==> src/design/sha1_pkg.sv <==
package sha1_pkg;

  localparam int unsigned WORD_W   = 32;
  localparam int unsigned BLK_W    = 512;
  localparam int unsigned RND_W    = 7;
  localparam int unsigned NUM_WORD = 5;
  localparam int unsigned IDX_W    = 3;
  localparam int unsigned CNT_W    = 61;

  localparam logic [RND_W-1:0] RND_LAST = 7'd79;
  localparam logic [5:0]       POS_LAST = 6'd63;
  localparam logic [5:0]       POS_LEN  = 6'd56;
  localparam logic [IDX_W-1:0] IDX_LAST = 3'd4;

  localparam logic OP_ABSORB = 1'b0;
  localparam logic OP_FINISH = 1'b1;

  localparam logic [7:0] PAD_MARK = 8'h80;

  localparam logic [WORD_W-1:0] K0 = 32'h5A827999;
  localparam logic [WORD_W-1:0] K1 = 32'h6ED9EBA1;
  localparam logic [WORD_W-1:0] K2 = 32'h8F1BBCDC;
  localparam logic [WORD_W-1:0] K3 = 32'hCA62C1D6;

  localparam logic [WORD_W-1:0] H0_INIT = 32'h67452301;
  localparam logic [WORD_W-1:0] H1_INIT = 32'hEFCDAB89;
  localparam logic [WORD_W-1:0] H2_INIT = 32'h98BADCFE;
  localparam logic [WORD_W-1:0] H3_INIT = 32'h10325476;
  localparam logic [WORD_W-1:0] H4_INIT = 32'hC3D2E1F0;

  typedef enum logic [2:0] {
    ST_IDLE,
    ST_PAD,
    ST_ROUND,
    ST_ADD,
    ST_EMIT
  } state_t;

  typedef struct packed {
    logic             byte_en;
    logic             round_en;
    logic             load_work;
    logic             add_chain;
    logic             init_chain;
    logic [RND_W-1:0] rnd;
    logic [IDX_W-1:0] rd_idx;
  } ctl_t;

  function automatic logic [WORD_W-1:0] f_fn(input logic [RND_W-1:0] rnd,
                                             input logic [WORD_W-1:0] b,
                                             input logic [WORD_W-1:0] c,
                                             input logic [WORD_W-1:0] d);
    logic [WORD_W-1:0] res;
    if (rnd < 7'd20) begin
      res = (b & c) | (~b & d);
    end else if (rnd < 7'd40) begin
      res = b ^ c ^ d;
    end else if (rnd < 7'd60) begin
      res = (b & c) | (b & d) | (c & d);
    end else begin
      res = b ^ c ^ d;
    end
    return res;
  endfunction

  function automatic logic [WORD_W-1:0] k_fn(input logic [RND_W-1:0] rnd);
    logic [WORD_W-1:0] res;
    if (rnd < 7'd20) begin
      res = K0;
    end else if (rnd < 7'd40) begin
      res = K1;
    end else if (rnd < 7'd60) begin
      res = K2;
    end else begin
      res = K3;
    end
    return res;
  endfunction

endpackage

==> src/design/sha1_sched.sv <==
module sha1_sched (
  input  logic                         clk,
  input  sha1_pkg::ctl_t               ctl,
  input  logic [7:0]                   byte_in,
  output logic [sha1_pkg::WORD_W-1:0]  w_cur
);

  // block held as a shift line: bytes enter at the bottom, rounds shift out words
  logic [sha1_pkg::BLK_W-1:0]  blk_r;
  logic [sha1_pkg::BLK_W-1:0]  blk_nxt;
  logic [sha1_pkg::WORD_W-1:0] mix;
  logic [sha1_pkg::WORD_W-1:0] w_new;

  assign w_cur = blk_r[511:480];
  assign mix   = blk_r[95:64] ^ blk_r[255:224] ^ blk_r[447:416] ^ blk_r[511:480];
  assign w_new = {mix[30:0], mix[31]};

  always_comb begin
    blk_nxt = blk_r;
    if (ctl.byte_en) begin
      blk_nxt = {blk_r[503:0], byte_in};
    end else if (ctl.round_en) begin
      blk_nxt = {blk_r[479:0], w_new};
    end
  end

  always_ff @(posedge clk) begin
    blk_r <= blk_nxt;
  end

endmodule

==> src/design/sha1_comp.sv <==
module sha1_comp (
  input  logic                         clk,
  input  logic                         rst_n,
  input  sha1_pkg::ctl_t               ctl,
  input  logic [sha1_pkg::WORD_W-1:0]  w_cur,
  output logic [sha1_pkg::WORD_W-1:0]  digest_word
);

  logic [sha1_pkg::WORD_W-1:0] a_r, b_r, c_r, d_r, e_r;
  logic [sha1_pkg::WORD_W-1:0] a_nxt, b_nxt, c_nxt, d_nxt, e_nxt;
  logic [sha1_pkg::WORD_W-1:0] h_r   [sha1_pkg::NUM_WORD];
  logic [sha1_pkg::WORD_W-1:0] h_nxt [sha1_pkg::NUM_WORD];
  logic [sha1_pkg::WORD_W-1:0] t_sum;

  assign t_sum = {a_r[26:0], a_r[31:27]} + sha1_pkg::f_fn(ctl.rnd, b_r, c_r, d_r)
               + e_r + sha1_pkg::k_fn(ctl.rnd) + w_cur;

  always_comb begin
    a_nxt = a_r;
    b_nxt = b_r;
    c_nxt = c_r;
    d_nxt = d_r;
    e_nxt = e_r;
    if (ctl.load_work) begin
      a_nxt = h_r[0];
      b_nxt = h_r[1];
      c_nxt = h_r[2];
      d_nxt = h_r[3];
      e_nxt = h_r[4];
    end else if (ctl.round_en) begin
      a_nxt = t_sum;
      b_nxt = a_r;
      c_nxt = {b_r[1:0], b_r[31:2]};
      d_nxt = c_r;
      e_nxt = d_r;
    end
  end

  always_comb begin
    h_nxt = h_r;
    if (ctl.init_chain) begin
      h_nxt[0] = sha1_pkg::H0_INIT;
      h_nxt[1] = sha1_pkg::H1_INIT;
      h_nxt[2] = sha1_pkg::H2_INIT;
      h_nxt[3] = sha1_pkg::H3_INIT;
      h_nxt[4] = sha1_pkg::H4_INIT;
    end else if (ctl.add_chain) begin
      h_nxt[0] = h_r[0] + a_r;
      h_nxt[1] = h_r[1] + b_r;
      h_nxt[2] = h_r[2] + c_r;
      h_nxt[3] = h_r[3] + d_r;
      h_nxt[4] = h_r[4] + e_r;
    end
  end

  always_ff @(posedge clk) begin
    a_r <= a_nxt;
    b_r <= b_nxt;
    c_r <= c_nxt;
    d_r <= d_nxt;
    e_r <= e_nxt;
  end

  always_ff @(posedge clk) begin
    if (!rst_n) begin
      h_r[0] <= sha1_pkg::H0_INIT;
      h_r[1] <= sha1_pkg::H1_INIT;
      h_r[2] <= sha1_pkg::H2_INIT;
      h_r[3] <= sha1_pkg::H3_INIT;
      h_r[4] <= sha1_pkg::H4_INIT;
    end else begin
      h_r <= h_nxt;
    end
  end

  always_comb begin
    case (ctl.rd_idx)
      3'd0:    digest_word = h_r[0];
      3'd1:    digest_word = h_r[1];
      3'd2:    digest_word = h_r[2];
      3'd3:    digest_word = h_r[3];
      default: digest_word = h_r[4];
    endcase
  end

endmodule

==> src/design/sha1_ctrl.sv <==
module sha1_ctrl (
  input  logic                        clk,
  input  logic                        rst_n,
  input  logic                        in_valid,
  input  logic                        in_op,
  input  logic [7:0]                  in_data_byte,
  output logic                        in_ready,
  output logic                        out_valid,
  input  logic                        out_ready,
  output logic [sha1_pkg::IDX_W-1:0]  word_index,
  output logic [7:0]                  byte_out,
  output sha1_pkg::ctl_t              ctl
);

  sha1_pkg::state_t state_r, state_nxt;

  logic [sha1_pkg::CNT_W-1:0] cnt_r, cnt_nxt;
  logic [63:0]                len_r, len_nxt;
  logic                       mark_r, mark_nxt;
  logic                       len_on_r, len_on_nxt;
  logic [sha1_pkg::RND_W-1:0] rnd_r, rnd_nxt;
  logic [sha1_pkg::IDX_W-1:0] idx_r, idx_nxt;

  logic       in_acc, out_acc, emit_done;
  logic [5:0] pos;
  logic       is_len;
  logic [7:0] pad_byte;

  assign pos       = cnt_r[5:0];
  assign in_acc    = in_valid & in_ready;
  assign out_acc   = out_valid & out_ready;
  assign emit_done = out_acc && (idx_r == sha1_pkg::IDX_LAST);
  assign is_len    = mark_r && (len_on_r || (pos == sha1_pkg::POS_LEN));

  // padding byte: marker, zero fill, then length big-endian
  always_comb begin
    if (!mark_r) begin
      pad_byte = sha1_pkg::PAD_MARK;
    end else if (is_len) begin
      pad_byte = len_r[63:56];
    end else begin
      pad_byte = 8'h00;
    end
  end

  always_comb begin
    state_nxt = state_r;
    unique case (state_r)
      sha1_pkg::ST_IDLE: begin
        if (in_acc) begin
          if (in_op == sha1_pkg::OP_FINISH) begin
            state_nxt = sha1_pkg::ST_PAD;
          end else if (pos == sha1_pkg::POS_LAST) begin
            state_nxt = sha1_pkg::ST_ROUND;
          end
        end
      end
      sha1_pkg::ST_PAD: begin
        if (pos == sha1_pkg::POS_LAST) begin
          state_nxt = sha1_pkg::ST_ROUND;
        end
      end
      sha1_pkg::ST_ROUND: begin
        if (rnd_r == sha1_pkg::RND_LAST) begin
          state_nxt = sha1_pkg::ST_ADD;
        end
      end
      sha1_pkg::ST_ADD: begin
        if (!mark_r) begin
          state_nxt = sha1_pkg::ST_IDLE;
        end else if (len_on_r) begin
          state_nxt = sha1_pkg::ST_EMIT;
        end else begin
          state_nxt = sha1_pkg::ST_PAD;
        end
      end
      sha1_pkg::ST_EMIT: begin
        if (emit_done) begin
          state_nxt = sha1_pkg::ST_IDLE;
        end
      end
      default: state_nxt = sha1_pkg::ST_IDLE;
    endcase
  end

  always_comb begin
    in_ready       = 1'b0;
    out_valid      = 1'b0;
    byte_out       = pad_byte;
    ctl.byte_en    = 1'b0;
    ctl.round_en   = 1'b0;
    ctl.add_chain  = 1'b0;
    ctl.init_chain = 1'b0;
    ctl.load_work  = (state_nxt == sha1_pkg::ST_ROUND) && (state_r != sha1_pkg::ST_ROUND);
    ctl.rnd        = rnd_r;
    ctl.rd_idx     = idx_r;
    unique case (state_r)
      sha1_pkg::ST_IDLE: begin
        in_ready    = 1'b1;
        byte_out    = in_data_byte;
        ctl.byte_en = in_acc && (in_op == sha1_pkg::OP_ABSORB);
      end
      sha1_pkg::ST_PAD:   ctl.byte_en   = 1'b1;
      sha1_pkg::ST_ROUND: ctl.round_en  = 1'b1;
      sha1_pkg::ST_ADD:   ctl.add_chain = 1'b1;
      sha1_pkg::ST_EMIT: begin
        out_valid      = 1'b1;
        ctl.init_chain = emit_done;
      end
      default: ;
    endcase
  end

  assign word_index = idx_r;

  always_comb begin
    cnt_nxt    = cnt_r;
    len_nxt    = len_r;
    mark_nxt   = mark_r;
    len_on_nxt = len_on_r;
    rnd_nxt    = '0;
    idx_nxt    = idx_r;
    if (ctl.byte_en) begin
      cnt_nxt = cnt_r + 1'b1;
    end
    if (state_r == sha1_pkg::ST_IDLE && in_acc && in_op == sha1_pkg::OP_FINISH) begin
      len_nxt = {cnt_r, 3'b000};
    end
    if (state_r == sha1_pkg::ST_PAD) begin
      mark_nxt = 1'b1;
      if (is_len) begin
        len_on_nxt = 1'b1;
        len_nxt    = {len_r[55:0], 8'h00};
      end
    end
    if (state_r == sha1_pkg::ST_ROUND) begin
      rnd_nxt = rnd_r + 1'b1;
    end
    if (out_acc) begin
      idx_nxt = emit_done ? '0 : idx_r + 1'b1;
    end
    if (emit_done) begin
      cnt_nxt    = '0;
      mark_nxt   = 1'b0;
      len_on_nxt = 1'b0;
    end
  end

  always_ff @(posedge clk) begin
    if (!rst_n) begin
      state_r  <= sha1_pkg::ST_IDLE;
      cnt_r    <= '0;
      mark_r   <= 1'b0;
      len_on_r <= 1'b0;
      rnd_r    <= '0;
      idx_r    <= '0;
    end else begin
      state_r  <= state_nxt;
      cnt_r    <= cnt_nxt;
      mark_r   <= mark_nxt;
      len_on_r <= len_on_nxt;
      rnd_r    <= rnd_nxt;
      idx_r    <= idx_nxt;
    end
  end

  always_ff @(posedge clk) begin
    len_r <= len_nxt;
  end

  a_rnd_range: assert property (@(posedge clk) disable iff (!rst_n)
    state_r == sha1_pkg::ST_ROUND |-> rnd_r <= sha1_pkg::RND_LAST)
    else $error("round counter overran");

  a_excl: assert property (@(posedge clk) disable iff (!rst_n)
    out_valid |-> !in_ready)
    else $error("input taken while digest pending");

  a_idx_range: assert property (@(posedge clk) disable iff (!rst_n)
    state_r == sha1_pkg::ST_EMIT |-> idx_r <= sha1_pkg::IDX_LAST)
    else $error("digest word index out of range");

  a_pad_block: assert property (@(posedge clk) disable iff (!rst_n)
    (state_r == sha1_pkg::ST_PAD && pos == sha1_pkg::POS_LAST) |=>
      state_r == sha1_pkg::ST_ROUND)
    else $error("full padded block not compressed");

  a_emit_after_len: assert property (@(posedge clk) disable iff (!rst_n)
    state_r == sha1_pkg::ST_EMIT |-> (mark_r && len_on_r))
    else $error("digest emitted before length was padded");

endmodule

==> src/design/sha1_stream_hasher.sv <==
// SHA-1 over a byte stream. Each absorb item (op 0) carries one message byte;
// the byte that completes a 64-byte block additionally starts the compression,
// one round per cycle through a single shared round unit, then the chaining
// add. A finish item (op 1) pads byte by byte through the same block shift
// line (0x80, zero fill, 64-bit big-endian bit length), runs one or two
// compressions, then offers the five digest words h0..h4 on the out channel,
// out_last set on the fifth. The chaining words return to their initial values
// and the bit count to zero once the fifth word is taken. in_ready is low from
// a block-completing or finish item until the block work, or the digest, is
// done. No clearing pass follows reset; the block is ready at once.
module sha1_stream_hasher (
  input  logic        clk,
  input  logic        rst_n,
  input  logic        in_valid,
  output logic        in_ready,
  input  logic        in_op,
  input  logic [7:0]  in_data_byte,
  output logic        out_valid,
  input  logic        out_ready,
  output logic [31:0] out_digest_word,
  output logic [2:0]  out_word_index,
  output logic        out_last
);

  sha1_pkg::ctl_t               ctl;
  logic [7:0]                   blk_byte;
  logic [sha1_pkg::WORD_W-1:0]  w_cur;
  logic [sha1_pkg::IDX_W-1:0]   idx;

  // sequencer: byte intake, padding, round count, digest readout
  sha1_ctrl u_ctrl (
    .clk          (clk),
    .rst_n        (rst_n),
    .in_valid     (in_valid),
    .in_op        (in_op),
    .in_data_byte (in_data_byte),
    .in_ready     (in_ready),
    .out_valid    (out_valid),
    .out_ready    (out_ready),
    .word_index   (idx),
    .byte_out     (blk_byte),
    .ctl          (ctl)
  );

  // block buffer doubling as the message schedule
  sha1_sched u_sched (
    .clk     (clk),
    .byte_in (blk_byte),
    .ctl     (ctl),
    .w_cur   (w_cur)
  );

  // working variables, round unit and chaining words
  sha1_comp u_comp (
    .clk         (clk),
    .rst_n       (rst_n),
    .ctl         (ctl),
    .w_cur       (w_cur),
    .digest_word (out_digest_word)
  );

  assign out_word_index = idx;
  assign out_last       = (idx == sha1_pkg::IDX_LAST);

endmodule
==> config.mk <==
export PLATFORM = sky130hd
export DESIGN_NAME = sha1_stream_hasher
export DESIGN_NICKNAME = d
export VERILOG_FILES = /design/src/design/sha1_pkg.sv /design/src/design/sha1_sched.sv /design/src/design/sha1_comp.sv /design/src/design/sha1_ctrl.sv /design/src/design/sha1_stream_hasher.sv
export SDC_FILE = /design/constraint.sdc
export NUM_CORES = 2
export LEC_CHECK = 0
export BUFFER_PORTS_ARGS = -buffer_cell sky130_fd_sc_hd__buf_2
export CORE_MARGIN = 2
export CORE_UTILIZATION = 35
export CTS_CLUSTER_SIZE = 10
export DETAILED_ROUTE_END_ITERATION = 12
export GPL_TIMING_DRIVEN = 0
export REMOVE_ABC_BUFFERS = 1
export SLEW_MARGIN = 20
export SYNTH_ARGS = -nofsm -noshare
export SYNTH_HDL_FRONTEND = slang
export SYNTH_SLANG_ARGS = --single-unit
==> constraint.sdc <==
create_clock -name clk -period 40.4 [get_ports clk]
set_input_delay 6.06 -clock clk [delete_from_list [all_inputs] [get_ports clk]]
set_output_delay 6.06 -clock clk [all_outputs]
set_load 0.05 [all_outputs]
Yosys cells after proc, flatten, opt, wreduce, memory -nomap -nowiden
Cells that the tools add are included.

Memories kept: 0. Register bits: 972. Bits in read-only memories: 0. Output and inout port bits: 38. Memory bits (writable): 0. Latch bits: 0.

Shift operators: 0. Reductions and logical operators: 15. Bitwise operators: 17. Add/subtract/negate cells: 12. Equality and inequality tests: 13. Multiply operators: 0. $lt $le $gt $ge: 3. Mux-type cells: 40. Divide/modulo/power cells: 0.

Operators with widths (count): $mux W512 (2); $mux W32 (15); $add A32 B32 Y32 (9); $mux W64 (3); $xor A32 B32 Y32 (5); $and A32 B32 Y32 (4); $pmux W32 S4 (1); $or A32 B32 Y32 (3); $add A61 B1 Y61 const B (1); $not A32 Y32 (1); $mux W31 (1); $mux W3 (8); $mux W8 (3); $eq A3 B2 Y1 const B (5); $pmux W3 S5 (1); $lt A7 B6 Y1 const B (2); $eq A6 B6 Y1 const B (2); $add A7 B1 Y7 const B (1); $eq A7 B7 Y1 const B (1); $lt A7 B5 Y1 const B (1); $eq A3 B1 Y1 const B (2); $eq A3 B3 Y1 const B (2); $logic_and A1 B1 Y1 (6); $logic_not A3 Y1 (2); 10 further kinds (19).

Longest topological paths before layout
Depth after elaboration: 12. Gate-level depth with buffers: 26. Depth with buffers taken out: 24.

Modules after synthesis
A second synthesis with hierarchy kept.

Cells, all modules: 4804. Area, all modules: 55916.1 um^2.

By module, submodules not included: sha1_comp (cells each 2741, seq. area each 8007.7 um^2, times used 1, area an instance 26305.2 um^2); sha1_sched (cells each 1246, seq. area each 15374.7 um^2, times used 1, area an instance 23251.0 um^2); sha1_ctrl (cells each 816, seq. area each 2802.7 um^2, times used 1, area an instance 6347.3 um^2); sha1_stream_hasher (cells each 1, seq. area each 0.0 um^2, times used 1, area an instance 12.5 um^2).

Least setup slack after synthesis
OpenSTA, ideal clock, no wires.

Path type: register to register. Start: register u_ctrl.state_r[0]. End: register u_sched.blk_r[0] (netlist bit) (enable). Setup slack: 2075 ps. Setup time: 2097 ps. Cell stages (with the launch flop): 4. Data arrival time: 36228 ps. Period minus slack after synthesis: 38325 ps. Cell sequence: dfxtp_1 buf_2 nand2b_1 o21ai_0.

Word-level cells in the longest chain between the ends: 6.

Ends and longest elaborated chain: from (decl) (RTL line sha1_ctrl.sv:15) `sha1_pkg::state_t state_r, state_nxt;`; from (signal assigned) (RTL line sha1_ctrl.sv:151) `state_r <= sha1_pkg::ST_IDLE;`; from (signal assigned) (RTL line sha1_ctrl.sv:158) `state_r <= state_nxt;`; $logic_not A3 Y1 (RTL line sha1_ctrl.sv:97) `unique case (state_r)`; $mux W1 (RTL line sha1_ctrl.sv:97); $and A1 B1 Y1 (RTL line sha1_ctrl.sv:30) `assign in_acc = in_valid & in_ready;`; $logic_and A1 B1 Y1 (RTL line sha1_ctrl.sv:101) `ctl.byte_en = in_acc && (in_op == sha1_pkg::OP_ABSORB);`; $pmux W1 S2 (RTL line sha1_ctrl.sv:97); $reduce_bool A2 Y1 (no line) *; to (signal assigned) (RTL line sha1_sched.sv:28) `blk_r <= blk_nxt;`; to (decl) (RTL line sha1_sched.sv:9) `logic [sha1_pkg::BLK_W-1:0] blk_r;`.

Mark *: on every way between the ends. The rest lies on a longest branch, timed or not. A chain may end at the register's enable or synchronous reset.

Worst setup path after layout
Start: register u_ctrl.idx_r, in the netlist u_ctrl.word_index[2]. End: output out_digest_word[1].

Word-level cells in the longest chain between the ends: 2.

Ends and longest elaborated chain: from (decl) (RTL line sha1_ctrl.sv:22) `logic [sha1_pkg::IDX_W-1:0] idx_r, idx_nxt;`; from (signal assigned) (RTL line sha1_ctrl.sv:163) `idx_r <= idx_nxt;`; $eq A3 B2 Y1, or another cell as far along (RTL line sha1_comp.sv:77) `case (ctl.rd_idx)`; $pmux W32 S4 * (RTL line sha1_comp.sv:77); to (decl) (RTL line sha1_stream_hasher.sv:20) `output logic [31:0] out_digest_word,`.

Marks and branches as above.

==> metrics.yaml <==
global_route:
  overflow: 0
  grt_pass1_wl_um: 228000
  grt.total_usage_pct: 18.3
  grt_max_degree: 77
  antenna_found_initial: 1
  grt_pass1_vias: 39300
floorplanning:
  die_y_um: 397
  rows: 144
  core-area_um2: 154000
  ios: 51
  die-width_um: 397
  die_area_um2: 157000
  start_util_pct: 35.1
cells_and_area:
  final_core_util_pct: 40.3
  fillers: 15000
  drive_gt1_share_pct: 8.17
  finalNetCount: 6132
  diodes: 0
  syn2layout_area_growth_pct: 14.6
yosys:
  synth_area_leader_cell: "edfxtp_1"
  syn_area_um2: 54000
  netlist_instances: 5766
  synth_ff_type: "edfxtp_1"
  synthArstFlopShare_pct: 0
  synth_commonest_cells: "nand2_1, edfxtp_1, dfxtp_1, nor2_1, clkbuf_1"
  synth.distinct_cells: 91
  synth_most_common_cell: "nand2_1"
  synth_top_area_share_pct: 37.4
  yosysSeqAreaShare_pct: 48.5
  syn_avg_cell_area_um2: 9.37
  ys_warn_count: 0
  synth-seq-cells: 972
  synthTopCellsByArea: "edfxtp_1, nand2_1, dfxtp_1, ha_1, fa_1"
  synth_edf_count: 672
place:
  dp_hpwl_um: 107000
  place_congestion: 0.855
  port_buffers: 50
clock_tree:
  cts.htree.levels: 3
  cts-hold-fix-buffers: 0
  cts_resized: 0
  path_clk_slew_ns: 0.06
  root_buffer: "clkbuf_16"
  numCtsBuffers: 113
  cts_tree: "built"
  clockBufferDepth: 3
  post_cts_buffers: 0
  clk_latency_ns: 0.75
  cts.sinks: 972
timing:
  post-route-period-util_pct: 25.0
  worst_pin_slew_ns: 1.14
  setup-violations-final: 0
  finClkSkew_ns: 0.0437
  fmax_mhz: 98.8
  maxSlewViolCount: 0
  finalSetupTns_ns: 0
  slew_headroom_pct: 22.2
  finalHoldViolCount: 0
  period_minus_slack_ns: 10.12
  rsz0062_at_grt: "false"
critical_path:
  startpoint_type: "flip-flop"
  crit_type: "reg -> out"
  endpoint: "out_digest_word[1]"
  cp.required_ns: 34.34
  worst_r2r_endpoint: "u_comp.a_r[30]"
  crit_path_end_kind: "primary output"
  ff2ff_setup_slack_ns: 31.99
  cp.arrival_ns: 4.06
  crit_start: "u_ctrl.word_index[2]"
  worst-r2r-cell-count: 26
  timing.rr.start: "u_ctrl.rnd_r[3]"
  worstPathMaxFanout: 64
power:
  vdd_drop_max_mv: 0.0328
  design_power_total_w: 0.00254
  power_leakage_nw: 25.4
  powerDensity_nw_per_um2: 41.0
worst_hold_path:
  holdCritStartpoint: "u_ctrl.rnd_r[0]"
  hold_class: "reg -> reg"
route:
  wl_per_cell_um: 18.5
  num_vias: 41200
  antenna_left: 0
  drtIter0Drc: 3529
  wirelength_um: 147000
  drc: 0
  avgViaCountPerCell: 5.21
  drt_pass1_iterations: 6
outcome:
  status: "completed"
flow_run:
  drv_cap: 0
-- report_power, final --
part	internal (W)	total, W	switching [W]
clock	0.000552	0.000970	0.000417
combinational	0.000146	0.000356	0.000210
sequential	0.00117	0.00121	0.0000472
total	0.00186	0.00254	0.000675
-- final cells by class --
class	instances	area (um2)	share of cell area, %
clock inverters	12	258	0.416
clock buffers	186	3170	5.12
flip-flops and latches	972	26200	42.3
well taps	2044	2560	4.13
repair buffers	186	2830	4.56
multi-input cells	4293	26100	42.1
inverters	226	851	1.37
-- worst min path at each step --
stage	cells after the start	endpoint	slack [ns]
2_1_floorplan	1	u_ctrl.rnd_r[0]	0.42
3_3_place_gp	1	u_ctrl.rnd_r[0]	0.43
3_5_place_dp	1	u_ctrl.rnd_r[0]	0.44
4_1_cts	1	u_ctrl.rnd_r[0]	0.46
5_1_grt	2	u_ctrl.len_r[60]	0.49
6_report	1	u_ctrl.rnd_r[0]	0.45
-- per-stage QoR --
stage	instance area, um2	worst slack, ns	std cells	hold slack [ns]
floorplan	52900	-148.37	5491	0.418
global placement	55800	-358.01	7585	0.433
detailed placement	58500	30.69	7721	0.443
CTS	61900	30.39	7919	0.457
global route	61900	30.24	7919	0.490
finish	61900	30.28	7919	0.454
-- routing by layer --
layer	GRT usage [%]	wire length, um	vias up	part of all wire, %
li1	-	-	19900	-
met5	0	8	-	0.0055
met4	5.58	4330	2	3.0
met1	25.9	67900	20100	46
met2	28.8	66600	1043	45
met3	2.63	7740	213	5.3
-- worst max-delay path, stage by stage, from the launching register on --
cell     delay [ns]
dfxtp_1        0.50
inv_4          0.69
ha_2           0.73
a22oi_1        0.13
and3_1         0.22
a21oi_1        0.62
buf_2          0.41
-- flip-flops by register name, summed over array words and instances (netlist names), 32 cells and up --
register,flops
u_sched.blk_r,512
u_comp.e_r,32
u_comp.h_r,160
u_comp.a_r,32
u_comp.d_r,32
u_comp.c_r,32
u_ctrl.cnt_r,61
u_ctrl.len_r,64
u_comp.b_r,32
-- cell usage in the layout (no fill, tap or decap), types with 95 or more instances in the layout --
| cell | Yosys | layout |
|---|---|---|
| nor2_1 | 267 | 265 |
| mux2_2 | 100 | 100 |
| nand3_1 | 96 | 95 |
| nand2_1 | 1912 | 1910 |
| a21oi_1 | 237 | 236 |
| ha_1 | 208 | 204 |
| dfxtp_1 | 300 | 300 |
| edfxtp_1 | 672 | 672 |
| fa_1 | 119 | 119 |
| clkbuf_16 | 0 | 113 |
| xor2_1 | 96 | 96 |
| xnor2_1 | 210 | 210 |
| o21ai_0 | 227 | 226 |
| inv_1 | 225 | 223 |
-- cell families (layout without fill, tap and decap cells) --
logic type | after synthesis | after routing | synth area share [%]
compound gates | 1004 | 1004 | 12.1
xor+xnor | 306 | 306 | 4.96
fa+ha+maj | 327 | 327 | 9.23
buf+inv | 501 | 610 | 3.56
flops | 972 | 972 | 48.5
mux | 137 | 137 | 2.77
simple gates | 2519 | 2519 | 18.9
Note: power is estimated with default switching activity, not from simulation.
